<file path="src/rtl/core/ps2mc_pkg.sv">
// ----------------------------------------------------------------------------
// ps2mc_pkg
// Shared types and constants of the PS/2 mouse packet cursor block.
// ----------------------------------------------------------------------------
`default_nettype none

package ps2mc_pkg;

    // field widths
    localparam int BYTE_W    = 8;
    localparam int CFG_W     = 13;
    localparam int BTN_W     = 3;
    localparam int DX_W      = 9;
    localparam int DY_W      = 10;
    localparam int APB_W     = 32;
    localparam int PADDR_W   = 3;

    // reset values of the screen bound registers
    localparam logic [CFG_W-1:0] SCREEN_WIDTH_RST  = 13'd1024;
    localparam logic [CFG_W-1:0] SCREEN_HEIGHT_RST = 13'd768;

    // register index, taken from paddr bit 2
    localparam logic REG_SCREEN_WIDTH  = 1'b0;
    localparam logic REG_SCREEN_HEIGHT = 1'b1;

    // input operation codes
    localparam logic OP_DATA     = 1'b0;
    localparam logic OP_RECENTER = 1'b1;

    // bit positions in the flags byte
    localparam int FLAG_SYNC_BIT  = 3;
    localparam int FLAG_XSIGN_BIT = 4;
    localparam int FLAG_YSIGN_BIT = 5;
    localparam int FLAG_XOVF_BIT  = 6;
    localparam int FLAG_YOVF_BIT  = 7;

    // decoded action of one byte, framer to cursor
    typedef struct packed {
        logic                   recenter;
        logic                   emit;
        logic [BTN_W-1:0]       buttons;
        logic signed [DX_W-1:0] delta_x;
        logic signed [DY_W-1:0] delta_y;
    } pkt_t;

endpackage

`default_nettype wire

</file>
<file path="src/rtl/core/ps2mc_framer.sv">
// ----------------------------------------------------------------------------
// ps2mc_framer
// Frames mouse bytes into three-byte packets and decodes the deltas.
// ----------------------------------------------------------------------------
`default_nettype none

module ps2mc_framer (
    input  wire logic                         aclk,
    input  wire logic                         aresetn,
    input  wire logic                         advance,
    input  wire logic                         op,
    input  wire logic [ps2mc_pkg::BYTE_W-1:0] data_byte,
    output ps2mc_pkg::pkt_t                   pkt
);
    import ps2mc_pkg::*;

    typedef enum logic [1:0] {
        POS_FLAGS = 2'd0,
        POS_XMOVE = 2'd1,
        POS_YMOVE = 2'd2
    } pos_t;

    pos_t              pos_reg, pos_next;
    logic [BYTE_W-1:0] flags_reg, flags_next;
    logic [BYTE_W-1:0] xmove_reg, xmove_next;
    logic              emit;
    logic signed [DY_W-1:0] dy_raw;

    // packet framing
    always_comb begin
        pos_next   = pos_reg;
        flags_next = flags_reg;
        xmove_next = xmove_reg;
        emit       = 1'b0;
        if (op == OP_RECENTER) begin
            pos_next = POS_FLAGS;
        end else begin
            case (pos_reg)
                POS_XMOVE: begin
                    xmove_next = data_byte;
                    pos_next   = POS_YMOVE;
                end
                POS_YMOVE: begin
                    pos_next = POS_FLAGS;
                    emit     = !(flags_reg[FLAG_XOVF_BIT] || flags_reg[FLAG_YOVF_BIT]);
                end
                default: begin
                    // first byte must carry the sync bit, else drop it
                    if (data_byte[FLAG_SYNC_BIT]) begin
                        flags_next = data_byte;
                        pos_next   = POS_XMOVE;
                    end else begin
                        pos_next = POS_FLAGS;
                    end
                end
            endcase
        end
    end

    // sign extension and y negation
    assign dy_raw = $signed({flags_reg[FLAG_YSIGN_BIT], flags_reg[FLAG_YSIGN_BIT], data_byte});

    assign pkt.recenter = (op == OP_RECENTER);
    assign pkt.emit     = emit;
    assign pkt.buttons  = flags_reg[BTN_W-1:0];
    assign pkt.delta_x  = $signed({flags_reg[FLAG_XSIGN_BIT], xmove_reg});
    assign pkt.delta_y  = -dy_raw;

    // framing state
    always_ff @(posedge aclk) begin
        if (!aresetn) begin
            pos_reg   <= POS_FLAGS;
            flags_reg <= '0;
            xmove_reg <= '0;
        end else if (advance) begin
            pos_reg   <= pos_next;
            flags_reg <= flags_next;
            xmove_reg <= xmove_next;
        end
    end

endmodule

`default_nettype wire

</file>
<file path="src/rtl/core/ps2mc_cursor.sv">
// ----------------------------------------------------------------------------
// ps2mc_cursor
// Holds the cursor, applies packet deltas and clamps to the screen bounds.
// ----------------------------------------------------------------------------
`default_nettype none

module ps2mc_cursor #(
    parameter int COORD_BITS = 12
) (
    input  wire logic                        aclk,
    input  wire logic                        aresetn,
    input  wire logic                        advance,
    input  wire ps2mc_pkg::pkt_t             pkt,
    input  wire logic [ps2mc_pkg::CFG_W-1:0] screen_width,
    input  wire logic [ps2mc_pkg::CFG_W-1:0] screen_height,
    output logic [COORD_BITS-1:0]            col_next,
    output logic [COORD_BITS-1:0]            row_next
);
    import ps2mc_pkg::*;

    localparam int EW = (CFG_W > COORD_BITS + 1) ? CFG_W : COORD_BITS + 1;
    localparam int BW = COORD_BITS + 1;
    localparam int PW = COORD_BITS + 2;
    localparam logic [EW-1:0] LIMIT = EW'(1) << COORD_BITS;

    localparam int LIMIT_INT = 1 << COORD_BITS;
    localparam int W_RST = (int'(SCREEN_WIDTH_RST) > LIMIT_INT) ? LIMIT_INT
                                                                : int'(SCREEN_WIDTH_RST);
    localparam int H_RST = (int'(SCREEN_HEIGHT_RST) > LIMIT_INT) ? LIMIT_INT
                                                                 : int'(SCREEN_HEIGHT_RST);
    localparam logic [COORD_BITS-1:0] COL_RST = COORD_BITS'(W_RST / 2);
    localparam logic [COORD_BITS-1:0] ROW_RST = COORD_BITS'(H_RST / 2);

    logic [COORD_BITS-1:0] col_reg, row_reg;
    logic [EW-1:0]         w_ext, h_ext;
    logic [BW-1:0]         w_bound, h_bound;
    logic signed [PW-1:0]  col_sum, row_sum;
    logic signed [PW-1:0]  w_bound_s, h_bound_s;
    logic [COORD_BITS-1:0] col_clamp, row_clamp;

    // effective bounds: zero acts as one, saturate at the coordinate range
    always_comb begin
        w_ext = EW'(screen_width);
        h_ext = EW'(screen_height);
        if (w_ext == '0)  w_ext = EW'(1);
        if (w_ext > LIMIT) w_ext = LIMIT;
        if (h_ext == '0)  h_ext = EW'(1);
        if (h_ext > LIMIT) h_ext = LIMIT;
    end

    assign w_bound   = w_ext[BW-1:0];
    assign h_bound   = h_ext[BW-1:0];
    assign w_bound_s = $signed({1'b0, w_bound});
    assign h_bound_s = $signed({1'b0, h_bound});

    // add deltas
    assign col_sum = $signed({2'b00, col_reg}) + PW'($signed(pkt.delta_x));
    assign row_sum = $signed({2'b00, row_reg}) + PW'($signed(pkt.delta_y));

    // clamp to [0, bound-1]
    always_comb begin
        if (col_sum < 0) begin
            col_clamp = '0;
        end else if (col_sum >= w_bound_s) begin
            col_clamp = COORD_BITS'(w_bound - BW'(1));
        end else begin
            col_clamp = col_sum[COORD_BITS-1:0];
        end
        if (row_sum < 0) begin
            row_clamp = '0;
        end else if (row_sum >= h_bound_s) begin
            row_clamp = COORD_BITS'(h_bound - BW'(1));
        end else begin
            row_clamp = row_sum[COORD_BITS-1:0];
        end
    end

    // next cursor: recenter, packet move or hold
    always_comb begin
        if (pkt.recenter) begin
            col_next = w_bound[BW-1:1];
            row_next = h_bound[BW-1:1];
        end else if (pkt.emit) begin
            col_next = col_clamp;
            row_next = row_clamp;
        end else begin
            col_next = col_reg;
            row_next = row_reg;
        end
    end

    // cursor state
    always_ff @(posedge aclk) begin
        if (!aresetn) begin
            col_reg <= COL_RST;
            row_reg <= ROW_RST;
        end else if (advance) begin
            col_reg <= col_next;
            row_reg <= row_next;
        end
    end

endmodule

`default_nettype wire

</file>
<file path="src/rtl/core/ps2_mouse_packet_cursor.sv">
// ----------------------------------------------------------------------------
// ps2_mouse_packet_cursor
// Frames PS/2 mouse bytes into three-byte packets and tracks a clamped cursor.
// ----------------------------------------------------------------------------
//
//  channel   | ports                         | carries
//  ----------+-------------------------------+-------------------------------
//  input     | s_valid s_ready s_op s_data_* | mouse byte or recenter request
//  result    | m_valid m_ready m_cursor_*    | cursor, buttons, deltas
//  config    | psel penable pwrite paddr ... | screen width and height
//
//  One item per cycle while the result side does not stall it: an item waits
//  in the input register, then the framer and the cursor add/clamp update state.
//  An item that completes a packet without overflow waits only for the result
//  register to be free; other items never wait on the result side.
//  Reset is synchronous, active low; the cursor comes up at half the reset
//  screen size, framing at the first byte, bounds at 1024 by 768.
// ----------------------------------------------------------------------------
`default_nettype none

module ps2_mouse_packet_cursor #(
    parameter int COORD_BITS = 12
) (
    input  wire logic                           aclk,
    input  wire logic                           aresetn,
    // input channel
    input  wire logic                           s_valid,
    output logic                                s_ready,
    input  wire logic                           s_op,
    input  wire logic [ps2mc_pkg::BYTE_W-1:0]   s_data_byte,
    // result channel
    output logic                                m_valid,
    input  wire logic                           m_ready,
    output logic [COORD_BITS-1:0]               m_cursor_x,
    output logic [COORD_BITS-1:0]               m_cursor_y,
    output logic [ps2mc_pkg::BTN_W-1:0]         m_buttons,
    output logic signed [ps2mc_pkg::DX_W-1:0]   m_delta_x,
    output logic signed [ps2mc_pkg::DY_W-1:0]   m_delta_y,
    // configuration port
    input  wire logic                           psel,
    input  wire logic                           penable,
    input  wire logic                           pwrite,
    input  wire logic [ps2mc_pkg::PADDR_W-1:0]  paddr,
    input  wire logic [ps2mc_pkg::APB_W-1:0]    pwdata,
    output logic [ps2mc_pkg::APB_W-1:0]         prdata,
    output logic                                pready
);
    import ps2mc_pkg::*;

    logic              in_vld_reg;
    logic              op_reg;
    logic [BYTE_W-1:0] byte_reg;
    logic              out_free;
    logic              advance;
    pkt_t              pkt;

    logic [CFG_W-1:0]  width_reg, height_reg;
    logic              cfg_write;

    logic [COORD_BITS-1:0]  col_next, row_next;
    logic                   m_vld_reg;
    logic [COORD_BITS-1:0]  cx_reg, cy_reg;
    logic [BTN_W-1:0]       btn_reg;
    logic signed [DX_W-1:0] dx_reg;
    logic signed [DY_W-1:0] dy_reg;

    // configuration registers
    assign pready    = 1'b1;
    assign cfg_write = psel && penable && pwrite;

    always_ff @(posedge aclk) begin
        if (!aresetn) begin
            width_reg  <= SCREEN_WIDTH_RST;
            height_reg <= SCREEN_HEIGHT_RST;
        end else if (cfg_write) begin
            if (paddr[2] == REG_SCREEN_WIDTH) begin
                width_reg <= pwdata[CFG_W-1:0];
            end else begin
                height_reg <= pwdata[CFG_W-1:0];
            end
        end
    end

    always_comb begin
        if (paddr[2] == REG_SCREEN_HEIGHT) begin
            prdata = APB_W'(height_reg);
        end else begin
            prdata = APB_W'(width_reg);
        end
    end

    // handshake: an item moves on unless it emits a packet and the
    // result register is still full
    assign out_free = !m_vld_reg || m_ready;
    assign advance  = in_vld_reg && (!pkt.emit || out_free);
    assign s_ready  = !in_vld_reg || advance;

    // input register
    always_ff @(posedge aclk) begin
        if (!aresetn) begin
            in_vld_reg <= 1'b0;
        end else if (s_ready) begin
            in_vld_reg <= s_valid;
        end
    end

    always_ff @(posedge aclk) begin
        if (s_valid && s_ready) begin
            op_reg   <= s_op;
            byte_reg <= s_data_byte;
        end
    end

    // packet framing
    ps2mc_framer u_framer (
        .aclk      (aclk),
        .aresetn   (aresetn),
        .advance   (advance),
        .op        (op_reg),
        .data_byte (byte_reg),
        .pkt       (pkt)
    );

    // cursor update and clamp
    ps2mc_cursor #(
        .COORD_BITS (COORD_BITS)
    ) u_cursor (
        .aclk          (aclk),
        .aresetn       (aresetn),
        .advance       (advance),
        .pkt           (pkt),
        .screen_width  (width_reg),
        .screen_height (height_reg),
        .col_next      (col_next),
        .row_next      (row_next)
    );

    // result register
    always_ff @(posedge aclk) begin
        if (!aresetn) begin
            m_vld_reg <= 1'b0;
        end else if (advance && pkt.emit) begin
            m_vld_reg <= 1'b1;
        end else if (m_ready) begin
            m_vld_reg <= 1'b0;
        end
    end

    always_ff @(posedge aclk) begin
        if (advance && pkt.emit) begin
            cx_reg  <= col_next;
            cy_reg  <= row_next;
            btn_reg <= pkt.buttons;
            dx_reg  <= pkt.delta_x;
            dy_reg  <= pkt.delta_y;
        end
    end

    assign m_valid    = m_vld_reg;
    assign m_cursor_x = cx_reg;
    assign m_cursor_y = cy_reg;
    assign m_buttons  = btn_reg;
    assign m_delta_x  = dx_reg;
    assign m_delta_y  = dy_reg;

endmodule

`default_nettype wire
</file>
<file path="config.mk">
export PLATFORM = sky130hd
export DESIGN_NAME = ps2_mouse_packet_cursor
export DESIGN_NICKNAME = d
export VERILOG_FILES = /design/src/rtl/core/ps2mc_pkg.sv /design/src/rtl/core/ps2mc_framer.sv /design/src/rtl/core/ps2mc_cursor.sv /design/src/rtl/core/ps2_mouse_packet_cursor.sv
export SDC_FILE = /design/constraint.sdc
export NUM_CORES = 1
export LEC_CHECK = 0
export CAP_MARGIN = 5
export CORE_MARGIN = 2
export CORE_UTILIZATION = 36
export DETAILED_ROUTE_END_ITERATION = 7
export DONT_BUFFER_PORTS = 1
export GPL_TIMING_DRIVEN = 0
export SLEW_MARGIN = 15
export SYNTH_ARGS = -nofsm -noshare
export SYNTH_HDL_FRONTEND = slang
export SYNTH_HIERARCHICAL = 1
export SYNTH_SLANG_ARGS = --single-unit
</file>
<file path="constraint.sdc">
create_clock -name aclk -period 5.2 [get_ports aclk]
set_input_delay 0.26 -clock aclk [delete_from_list [all_inputs] [get_ports aclk]]
set_output_delay 0.26 -clock aclk [all_outputs]
set_load 0.02 [all_outputs]
</file>
==> results of run 1 <==
[where the power goes]
part / internal (uW) / switching [uW]
logic: 207 / 281
clock network: 654 / 447
registers: 1030 / 22.6
total: 1890 / 750
[cells in the final DEF (no fill, tap or decap), drive strengths merged, types with 10 or more instances in the layout]
master,netlist,final
edfxtp,55,55
mux2i,49,49
nor2b,34,34
nand2,99,99
inv,29,30
nand3,28,28
mux2,19,19
nor2,37,37
dfxtp,69,69
dlygate4sd3,0,16
a21oi,58,58
conb,2,20
a22oi,15,15
and2,11,11
a31oi,10,10
xor2,14,14
clkbuf,25,46
ha,58,58
o21ai,41,41
buf,43,52
nor3,25,25
xnor2,23,23
[through the flow]
stage / power [uW] / util [%] / instance area [um^2]
floorplan: 1400 / - / 8300
global placement: 1510 / 38.3 / 8650
detailed placement: 1510 / 38.5 / 8690
CTS: 2620 / 41.6 / 9390
global route: 2760 / 42.0 / 9490
finish: 2640 / 42.0 / 9490
[path summary, 6_finish.rpt]
kind                                                          from                    endpoint  slack, ns  cells after the start
worst max-delay path                         byte_reg[1]$_DFFE_PP_     m_cursor_y[0]$_DFFE_PP_       0.28                     20
worst min-delay path                                    pwdata[11]  width_reg[11]$_SDFFE_PN0P_       0.02                      2
worst max register to register               byte_reg[1]$_DFFE_PP_     m_cursor_y[0]$_DFFE_PP_       0.28                     20
worst min register to register  u_framer/xmove_reg[5]$_SDFFE_PN0P_      m_delta_x[5]$_DFFE_PP_       0.48                      0
[layout make-up]
class	count	area (um^2)	share of cell area [%]
timing repair buffer	25	248	2.61
multi-input combinational	672	4760	50.2
buffer	68	430	4.54
inverter	31	116	1.23
tap	285	357	3.76
clock inverter	11	96.3	1.02
sequential	124	3030	32.0
clock buffer	21	440	4.64
[logic make-up (layout without fill, tap and decap cells)]
logic type	after synthesis	count (layout)	synth area share (%)
flops	124	124	36.9
simple gates	286	286	18.0
other cells	2	20	0.0913
buf+inv	99	156	6.61
fa+ha+maj	60	60	9.31
xor+xnor	37	37	4.17
mux	68	68	8.56
compound gates	201	201	16.4
[worst max-delay path: stages (launching register included)]
cell and delay (ns):
sky130_fd_sc_hd__edfxtp_1 0.49, sky130_fd_sc_hd__inv_1 0.09, sky130_fd_sc_hd__ha_1 0.23, sky130_fd_sc_hd__nand2_1 0.09
sky130_fd_sc_hd__xor2_1 0.23, sky130_fd_sc_hd__ha_1 0.34, sky130_fd_sc_hd__and3_1 0.20, sky130_fd_sc_hd__a2111oi_4 0.44
sky130_fd_sc_hd__buf_4 0.18, sky130_fd_sc_hd__o21bai_1 0.08, sky130_fd_sc_hd__xnor2_1 0.32, sky130_fd_sc_hd__inv_1 0.10
sky130_fd_sc_hd__ha_1 0.30, sky130_fd_sc_hd__o211ai_1 0.21, sky130_fd_sc_hd__nor2_1 0.07, sky130_fd_sc_hd__o211a_1 0.16
sky130_fd_sc_hd__o31ai_4 0.29, sky130_fd_sc_hd__buf_4 0.25, sky130_fd_sc_hd__mux2i_2 0.24, sky130_fd_sc_hd__nand3_1 0.10
sky130_fd_sc_hd__a22oi_1 0.28
[layer usage]
layer  share of wire, %  vias up
met2                 44      274
met3                7.8       34
met1                 46     3158
li1                   -     3280
met5              0.056        -
met4                2.1        2
[what timing repair did]
item,in CTS,in global routing
hold endpoints to repair,25,0
setup endpoints to repair,3,16
pin swaps,0,2
cloned,0,0
resized for setup,1,6
setup buffers,0,8
hold buffers,16,0
==> results by group, run 1 <==
Global route
  – Global-route wire length before repair: 35.9 mm
  – Pin count of the biggest net entering global routing: 25
  – Met2 demand-to-capacity share in global routing: 29.5%
  – Met3 capacity usage during global routing: 5.40%
  – Vias in the first global route: 6,434
  – GR Overflow Total: 0
  – Busiest metal layer after global routing: met2
  – Global-route total usage across every layer: 19.4%
  – Antenna violations before repair: 2
  – Global routing met1 resource utilization: 26.6%

Critical path
  – Arrival @ worst endpoint: 5.12 ns
  – Critical path startpoint category: flop
  – Maximum fanout count along the critical path: 10
  – Worst Path Class, Setup: reg2reg
  – Data required time at the worst endpoint: 5.40 ns
  – Endpoint type of the worst setup path: flop

Routing
  – Wirelength, routed: 23.2 mm
  – Number of detailed-routing iterations run before antenna repair: 7
  – Routed wire per std cell: 18.7 um
  – Number of remaining DRC errors: 0
  – Initial detailed-routing violation count: 432
  – Antenna-violating nets left: 0
  – Via Count: 6,748
  – Vias per std cell: 5.46

Die
  – I/O pin cnt: 132
  – Die Wd: 155 um
  – Standard cell core area: 22,600 um^2
  – Starting utilization of the core area: 36.5%
  – Height of the chip: 155 um
  – Full die area: 24,100 um^2
  – Number of rows in the core area: 55

Final layout
  – Area growth syn-to-layout: 15.3%
  – Fill cell count: 2,203
  – NumNets Final: 1,050
  – Share of final-layout standard cells stronger than drive strength 1: 13.1%
  – Final standard cell count with taps included and fillers excluded: 1,237
  – Antenna cell count: 0

Synthesis
  – Flop and latch count out of synthesis: 124
  – Most frequently used cell type in the post-synthesis netlist: sky130_fd_sc_hd__nand2_1
  – Cell taking the most area after synthesis: sky130_fd_sc_hd__edfxtp_1
  – Netlist Area Pre-Place: 8230 um^2
  – Portion of the post-synthesis area used by sequential elements: 36.9%
  – Top FF cell, synth: sky130_fd_sc_hd__dfxtp_1
  – Synthesized area divided by synthesized cell count: 9.38 um^2
  – Proportion of netlist area held by the largest area contributor: 20.1%
  – Number of warnings printed during yosys synthesis: 6
  – Number of distinct library cells after synthesis: 80
  – Leading cell types by count after synthesis: sky130_fd_sc_hd__nand2_1, sky130_fd_sc_hd__dfxtp_1, sky130_fd_sc_hd__ha_1, sky130_fd_sc_hd__a21oi_1, sky130_fd_sc_hd__edfxtp_1
  – Number of enable-type register cells in the synthesized netlist: 55
  – Post-synthesis instance total: 877
  – Leading post-synthesis cells by cell area: sky130_fd_sc_hd__edfxtp_1, sky130_fd_sc_hd__dfxtp_1, sky130_fd_sc_hd__ha_1
  – Asr flop ratio synth: 0%

Placed design
  – Weighted congestion at the end of routability-driven global placement: 0.957
  – Cell total after placement: 1,181
  – Pre-CTS worst setup slack: -0.0812 ns
  – Total half-perimeter wirelength after legalization and detailed placement: 17.6 mm
  – Buffers added on ports: 0

Power and ir drop
  – VDD IR max: 0.000170 V
  – Power density cells: 279 nW/um^2
  – Static power due to leakage: 0.00380 uW

Timing
  – Pin slew with the least headroom to its limit: 1.09 ns
  – Highest Clock Rate: 203 MHz
  – Share of the clock period used by the worst path: 94.6%
  – Final Max Slew Viols: 0
  – Total negative setup slack: 0 ns
  – Clk_skew: 0.00736 ns
  – WHS: 0.0171 ns
  – Slack of the critical path: 0.281 ns
  – Number of hold-slack violations in the final timing report: 0
  – Setup Viol. Count Final: 0
  – Clock period minus worst slack: 4.92 ns
  – Worst slew slack as a fraction of its limit: 26.8%

Outcome
  – Status: finished, final reports clean

CTS
  – Number of H-tree levels: 4
  – Clock network latency to the later pin of the worst-skew pair: 0.42 ns
  – Cell at the root of the clock tree: sky130_fd_sc_hd__clkbuf_16
  – Clk sink count: 124
  – Clock Path Buffers: 2
  – TritonCTS Buffers: 17
  – Clk pin slew, worst setup/hold paths: 0.06 ns
  – CTS tree: done

Flow run
  – Max-cap viol count: 0

Min path
  – Kind of path behind the tightest hold check: in2reg
No activity file was read; power rests on OpenSTA's default activity.
==> inputs of run 2 (changes only) <==
==> constraint.sdc (replaced) <==
create_clock -name aclk -period 5.2 [get_ports aclk]
set_input_delay 0.52 -clock aclk [delete_from_list [all_inputs] [get_ports aclk]]
set_output_delay 0.52 -clock aclk [all_outputs]
set_load 0.02 [all_outputs]
==> results by group, run 2 (synthesized netlist as in run 1, its figures left out) <==
Outcome
  – Status: finished, final reports clean

Die
  – Number of rows in the core area: 55 (unchanged)
  – Height of the chip: 155 um (unchanged)
  – Starting utilization of the core area: 36.5% (unchanged)
  – Full die area: 24,100 um^2 (unchanged)
  – Die Wd: 155 um (unchanged)
  – I/O pin cnt: 132 (unchanged)
  – Standard cell core area: 22,600 um^2 (unchanged)

Min path
  – Number of cells on the worst hold path: 0 (-2)
  – Endpoint of the worst hold path: byte_reg[6]$_DFFE_PP_
  – Origin of the worst min-delay path: s_data_byte[6]
  – Kind of path behind the tightest hold check: in2reg

Critical path
  – Endpoint of the lowest-slack register-to-register path: m_cursor_y[0]$_DFFE_PP_
  – Worst flop-to-flop path startpoint: byte_reg[1]$_DFFE_PP_
  – Maximum fanout count along the critical path: 10 (unchanged)
  – Worst reg2reg path depth: 20 (unchanged)
  – Worst Path Class, Setup: reg2reg
  – Endpoint type of the worst setup path: flop
  – Biggest cell delay along the critical path: 0.49 ns (about the same)
  – Setup slack on the worst flop-to-flop path: 0.27 ns (about the same)
  – Top delay family on crit path: compound AO/OA/AOI/OAI gates
  – Arrival @ worst endpoint: 5.13 ns (about the same)
  – Most numerous cell on the critical path: sky130_fd_sc_hd__ha_1
  – Ordered cell list for the critical path: inv_1 > ha_1 > nand2_1 > xor2_1 > ha_1 > and3_1 > a2111oi_4 > buf_4 > o21bai_1 > xnor2_1 > inv_1 > ha_1 > o211ai_1 > nor2_1 > o211a_1 > o31ai_4 > buf_4 > mux2i_2 > nand3_1 > a22oi_1
  – Data required time at the worst endpoint: 5.40 ns (about the same)
  – Bufs and invs on worst path: 4 (unchanged)
  – Critical path startpoint category: flop
  – Critical Path Slowest Stage Cell: sky130_fd_sc_hd__edfxtp_1

Timing
  – Worst slew slack as a fraction of its limit: 25.8% (-0.96 points)
  – Share of the clock period used by the worst path: 94.8% (+0.17 points)
  – Highest Clock Rate: 203 MHz (-0.18%)
  – Number of hold-slack violations in the final timing report: 0 (unchanged)
  – Setup Viol. Count Final: 0 (unchanged)
  – Pin slew with the least headroom to its limit: 1.10 ns (+0.0143 ns)
  – Clock period minus worst slack: 4.93 ns (+0.00877 ns)
  – Total negative setup slack: 0 ns (unchanged)
  – Clk_skew: 0.00752 ns (+0.000166 ns)
  – WHS: 0.194 ns (+0.177 ns)
  – Final Max Slew Viols: 0 (unchanged)

Global route
  – Global-route total usage across every layer: 19.2% (-0.17 points)
  – Pin count of the biggest net entering global routing: 25 (unchanged)
  – Vias in the first global route: 6,354 (-1.2%)
  – Global-route wire length before repair: 35.5 mm (-0.98%)
  – GR Overflow Total: 0 (unchanged)
  – Antenna violations before repair: 1 (-1)

Routing
  – Routed wire per std cell: 18.9 um (+0.70%)
  – Number of remaining DRC errors: 0 (unchanged)
  – Via Count: 6,727 (-0.31%)
  – Number of detailed-routing iterations run before antenna repair: 6 (-1)
  – Vias per std cell: 5.51 (+1.0%)
  – Initial detailed-routing violation count: 485 (+12%)
  – Antenna-violating nets left: 0 (unchanged)
  – Wirelength, routed: 23.0 mm (-0.60%)

Power and ir drop
  – VDD IR max: 0.000171 V (+0.41%)
  – Power density cells: 282 nW/um^2 (+1.3%)
  – Static power due to leakage: 0.00374 uW (-1.8%)

Flow run
  – Max-cap viol count: 0 (unchanged)

Placed design
  – Buffers added on ports: 0 (unchanged)
  – Weighted congestion at the end of routability-driven global placement: 0.957 (unchanged)
  – Total half-perimeter wirelength after legalization and detailed placement: 17.6 mm (unchanged)

Final layout
  – Antenna cell count: 0 (unchanged)
  – Fill cell count: 2,214 (+0.50%)
  – Most common library cell in the layout ignoring fill and taps: sky130_fd_sc_hd__nand2_1
  – Area growth syn-to-layout: 13.3%
  – Leading cell types in the layout, fill and taps excluded: sky130_fd_sc_hd__nand2_1, sky130_fd_sc_hd__dfxtp_1, sky130_fd_sc_hd__ha_1
  – Area occupied by multi-input gates: 4760 um^2 (unchanged)
  – Sequential cell area: 3030 um^2 (unchanged)
  – Share of final-layout standard cells stronger than drive strength 1: 13.4% (+0.22 points)
  – Final Core Density: 41.3% (-0.71 points)
  – NumNets Final: 1,034 (-1.5%)

CTS
  – Clk sink count: 124 (unchanged)
  – CTS tree: done
  – Number of H-tree levels: 4 (unchanged)
  – Clock network latency to the later pin of the worst-skew pair: 0.42 ns (about the same)
  – Clock Path Buffers: 2 (unchanged)
  – TritonCTS Buffers: 17 (unchanged)
  – Cell at the root of the clock tree: sky130_fd_sc_hd__clkbuf_16
  – Clk pin slew, worst setup/hold paths: 0.06 ns (about the same)
[run 2: worst max-delay path by stage]
stage	from	to	slack, ns	cells past startpoint
2_1_floorplan	byte_reg[0]$_DFFE_PP_	m_cursor_y[11]$_DFFE_PP_	0.86	18
3_3_place_gp	byte_reg[0]$_DFFE_PP_	m_cursor_y[0]$_DFFE_PP_	-0.15	18
3_5_place_dp	byte_reg[0]$_DFFE_PP_	m_cursor_y[0]$_DFFE_PP_	-0.08	19
4_1_cts	byte_reg[0]$_DFFE_PP_	m_cursor_y[0]$_DFFE_PP_	0.07	19
5_1_grt	byte_reg[0]$_DFFE_PP_	m_cursor_y[0]$_DFFE_PP_	-0.01	18
6_report	byte_reg[1]$_DFFE_PP_	m_cursor_y[0]$_DFFE_PP_	0.27	20
[run 2: per-stage QoR]
stage                     setup WS [ns]  cell area (um^2)  std cells  total power [uW]
after floorplan                   0.855              8300        895              1400
after CTS                        0.0668              9230       1213              2610
after global placement           -0.149              8650       1180              1510
final                             0.273              9330       1221              2630
after global routing            -0.0147              9330       1221              2750
after detailed placement        -0.0812              8690       1181              1510
[run 2: final cells by class]
cell class / count / area share [%]
multi-input cells: 672 / 51.1
flip-flops and latches: 124 / 32.5
plain buffers: 68 / 4.62
clock buffers: 21 / 4.72
clock inverters: 11 / 1.03
well taps: 285 / 3.82
repair buffers: 9 / 0.939
inverters: 31 / 1.25
[run 2: repair_timing]
item / CTS / global route
setup endpoints to repair: 3 / 16
setup buffers: 0 / 8
hold buffers: 0 / 0
resized for setup: 1 / 6
pin swaps: 0 / 2
[run 2: report_power, final]
part	internal, uW	switching, uW	total (uW)
clock network	654	447	1100
registers	1030	22.8	1050
logic	199	278	477
[run 2: metal layers]
layer / vias to the layer above / routed length, um / global-route usage, %
li1: 3246 / - / -
met2: 278 / 9980 / 29.2
met4: 2 / 506 / 6.07
met1: 3162 / 10700 / 26.4
met3: 39 / 1850 / 5.52
met5: - / 13 / 0
==> inputs of run 3 (changes only) <==
--- a/config.mk
+++ b/config.mk
@@ -5,6 +5,7 @@
 export SDC_FILE = /design/constraint.sdc
 export NUM_CORES = 1
 export LEC_CHECK = 0
+export ABC_AREA = 1
 export CAP_MARGIN = 5
 export CORE_MARGIN = 2
 export CORE_UTILIZATION = 36
==> results by group, run 3 <==
Final layout
  – Sequential cell area: 3030 um^2 (unchanged)
  – Area occupied by multi-input gates: 4510 um^2 (-5.3%)
  – Leading cell types in the layout, fill and taps excluded: sky130_fd_sc_hd__nand2_1, sky130_fd_sc_hd__inv_1, sky130_fd_sc_hd__nor2_1
  – Antenna cell count: 0 (unchanged)
  – Area growth syn-to-layout: 12.9%
  – NumNets Final: 1,311 (+27%)
  – Share of final-layout standard cells stronger than drive strength 1: 10.3% (-3.0 points)
  – Most common library cell in the layout ignoring fill and taps: sky130_fd_sc_hd__nand2_1
  – Fill cell count: 2,454 (+11%)

Synthesis
  – Cell taking the most area after synthesis: sky130_fd_sc_hd__edfxtp_1
  – Netlist Area Pre-Place: 8430 um^2 (+2.5%)
  – Post-synthesis instance total: 1,162 (+32%)
  – Most frequently used cell type in the post-synthesis netlist: sky130_fd_sc_hd__nand2_1
  – Leading cell types by count after synthesis: sky130_fd_sc_hd__nand2_1, sky130_fd_sc_hd__inv_1, sky130_fd_sc_hd__nor2_1, sky130_fd_sc_hd__a21oi_1, sky130_fd_sc_hd__nand3_1
  – Number of enable-type register cells in the synthesized netlist: 55 (unchanged)
  – Proportion of netlist area held by the largest area contributor: 19.6% (-0.48 points)
  – Portion of the post-synthesis area used by sequential elements: 36.0% (-0.89 points)
  – Top FF cell, synth: sky130_fd_sc_hd__dfxtp_1
  – Leading post-synthesis cells by cell area: sky130_fd_sc_hd__edfxtp_1, sky130_fd_sc_hd__dfxtp_1, sky130_fd_sc_hd__nand2_1
  – Synthesized area divided by synthesized cell count: 7.26 um^2 (-23%)
  – Asr flop ratio synth: 0% (unchanged)
  – Number of warnings printed during yosys synthesis: 6 (unchanged)
  – Flop and latch count out of synthesis: 124 (unchanged)
  – Number of distinct library cells after synthesis: 50 (-38%)

Routing
  – Routed wire per std cell: 15.0 um (-20%)
  – Via Count: 7,416 (+10%)
  – Initial detailed-routing violation count: 579 (+19%)
  – Number of detailed-routing iterations run before antenna repair: 5 (-1)
  – Vias per std cell: 4.84 (-12%)
  – Wirelength, routed: 23.0 mm (about the same)
  – Antenna-violating nets left: 0 (unchanged)
  – Number of remaining DRC errors: 0 (unchanged)

Timing
  – RSZ-0062 raised after global routing: false
  – Clk_skew: 0.0145 ns (+0.00702 ns)
  – Number of hold-slack violations in the final timing report: 0 (unchanged)
  – Highest Clock Rate: 226 MHz (+11%)
  – Clock period minus worst slack: 4.42 ns (-0.505 ns)
  – Pin slew with the least headroom to its limit: 0.811 ns (-0.294 ns)
  – Share of the clock period used by the worst path: 85.0% (-9.7 points)
  – Final Max Slew Viols: 0 (unchanged)
  – Setup Viol. Count Final: 0 (unchanged)
  – Worst slew slack as a fraction of its limit: 45.9% (+20 points)
  – Total negative setup slack: 0 ns (unchanged)
  – WHS: 0.181 ns (-0.0136 ns)

CTS
  – Clock Path Buffers: 2 (unchanged)
  – Post-CTS Hold Fix Bufs: 0 (unchanged)
  – Clk pin slew, worst setup/hold paths: 0.06 ns (about the same)
  – CTS tree: done
  – Number of buffers inserted to repair setup after CTS: 0 (unchanged)
  – Cell at the root of the clock tree: sky130_fd_sc_hd__clkbuf_16
  – Post-CTS sizing: 0 (-1)
  – Clock network latency to the later pin of the worst-skew pair: 0.43 ns (about the same)
  – Number of H-tree levels: 4 (unchanged)
  – Clk sink count: 124 (unchanged)
  – TritonCTS Buffers: 17 (unchanged)

Placed design
  – Total half-perimeter wirelength after legalization and detailed placement: 17.8 mm (+1.6%)
  – Weighted congestion at the end of routability-driven global placement: 0.938 (-2.0%)
  – Buffers added on ports: 0 (unchanged)

Die
  – Die Wd: 157 um (+1.2%)
  – Height of the chip: 157 um (+1.2%)
  – Starting utilization of the core area: 36.2% (-0.21 points)
  – I/O pin cnt: 132 (unchanged)
  – Standard cell core area: 23,300 um^2 (+3.1%)
  – Number of rows in the core area: 56 (+1.8%)
  – Full die area: 24,700 um^2 (+2.4%)

Critical path
  – Endpoint type of the worst setup path: flop
  – Maximum fanout count along the critical path: 10 (unchanged)
  – Critical path startpoint category: flop
  – Worst flop-to-flop path startpoint: byte_reg[0]$_DFFE_PP_
  – Data required time at the worst endpoint: 5.38 ns (-0.02 ns)
  – Arrival @ worst endpoint: 4.60 ns (-0.53 ns)
  – Critical Path Slowest Stage Cell: sky130_fd_sc_hd__edfxtp_1
  – Worst Path Class, Setup: reg2reg
  – Biggest cell delay along the critical path: 0.44 ns (-0.05 ns)
  – Source of the critical timing path: byte_reg[0]$_DFFE_PP_
  – Most numerous cell on the critical path: sky130_fd_sc_hd__nand2_1

Outcome
  – Status: finished, final reports clean

Flow run
  – Max-cap viol count: 0 (unchanged)

Global route
  – Antenna violations before repair: 0 (-1)
  – Global-route total usage across every layer: 19.2% (about the same)
  – Global-route wire length before repair: 36.4 mm (+2.5%)
  – Vias in the first global route: 6,872 (+8.2%)
  – GR Overflow Total: 0 (unchanged)
  – Pin count of the biggest net entering global routing: 41 (+64%)

Min path
  – Origin of the worst min-delay path: s_data_byte[1]
  – Kind of path behind the tightest hold check: in2reg

Power and ir drop
  – VDD IR max: 0.000179 V (+4.7%)
  – Power density cells: 310 nW/um^2 (+9.7%)
  – Static power due to leakage: 0.00453 uW (+21%)
-- run 3: logic make-up (layout without fill, tap and decap cells) --
family	after synthesis	count (layout)	synth area share, %
DFF	124	124	36.0
AOI/OAI and AO/OA	172	172	11.7
other	2	20	0.0891
xor gates and xnor gates	32	32	3.32
buffers and inverters	203	236	11.3
adders and majority gates	60	60	9.08
and+or+nand+nor	569	569	28.5
-- run 3: critical path: cells and delay by family (launching register included) --
family | cells | cell delay [ns]
simple gates | 15 | 1.46
compound gates | 6 | 0.82
flops | 1 | 0.44
fa+ha+maj | 3 | 0.87
buf+inv | 5 | 0.57
-- run 3: layer usage --
metal	global-route usage (%)	wire length, um	vias up
met5	0	0	-
met4	4.76	291	0
li1	-	-	3799
met1	26.5	11200	3363
met3	5.42	1610	21
met2	29.5	9900	233
-- run 3: worst paths after layout --
path / cells after the start / slack, ns / end
max: 29 / 0.78 / m_cursor_y[9]$_DFFE_PP_
min: 0 / 0.18 / byte_reg[1]$_DFFE_PP_
max reg2reg: 29 / 0.78 / m_cursor_y[9]$_DFFE_PP_
min reg2reg: 2 / 0.49 / u_framer/flags_reg[1]$_SDFFE_PN0P_
-- run 3: area by class of cell --
type | count | area share [%]
clock buffers | 17 | 4.47
plain buffers | 63 | 4.45
repair buffers | 1 | 0.210
inverters | 140 | 5.55
clock inverters | 15 | 1.87
well taps | 319 | 4.19
flip-flops and latches | 124 | 31.9
multi-input cells | 853 | 47.4
-- run 3: power by group --
| part | internal, uW | leakage (uW) | switching (uW) |
|---|---|---|---|
| clock | 723 | 0.000291 | 513 |
| sequential | 1050 | 0.00104 | 38.8 |
| combinational | 220 | 0.00320 | 407 |
-- run 3: per-stage QoR --
| stage | instance area (um^2) | power, uW | setup slack [ns] | cells | util (%) |
|---|---|---|---|---|---|
| 3_5_place_dp | 8920 | 1720 | 0.827 | 1500 | 38.3 |
| 2_1_floorplan | 8500 | 1580 | 1.45 | 1180 | - |
| 4_1_cts | 9520 | 2960 | 0.804 | 1532 | 40.9 |
| 5_1_grt | 9520 | 3100 | 0.418 | 1532 | 40.9 |
| 3_3_place_gp | 8900 | 1710 | 0.834 | 1499 | 38.3 |
| 6_report | 9520 | 2950 | 0.778 | 1532 | 40.9 |
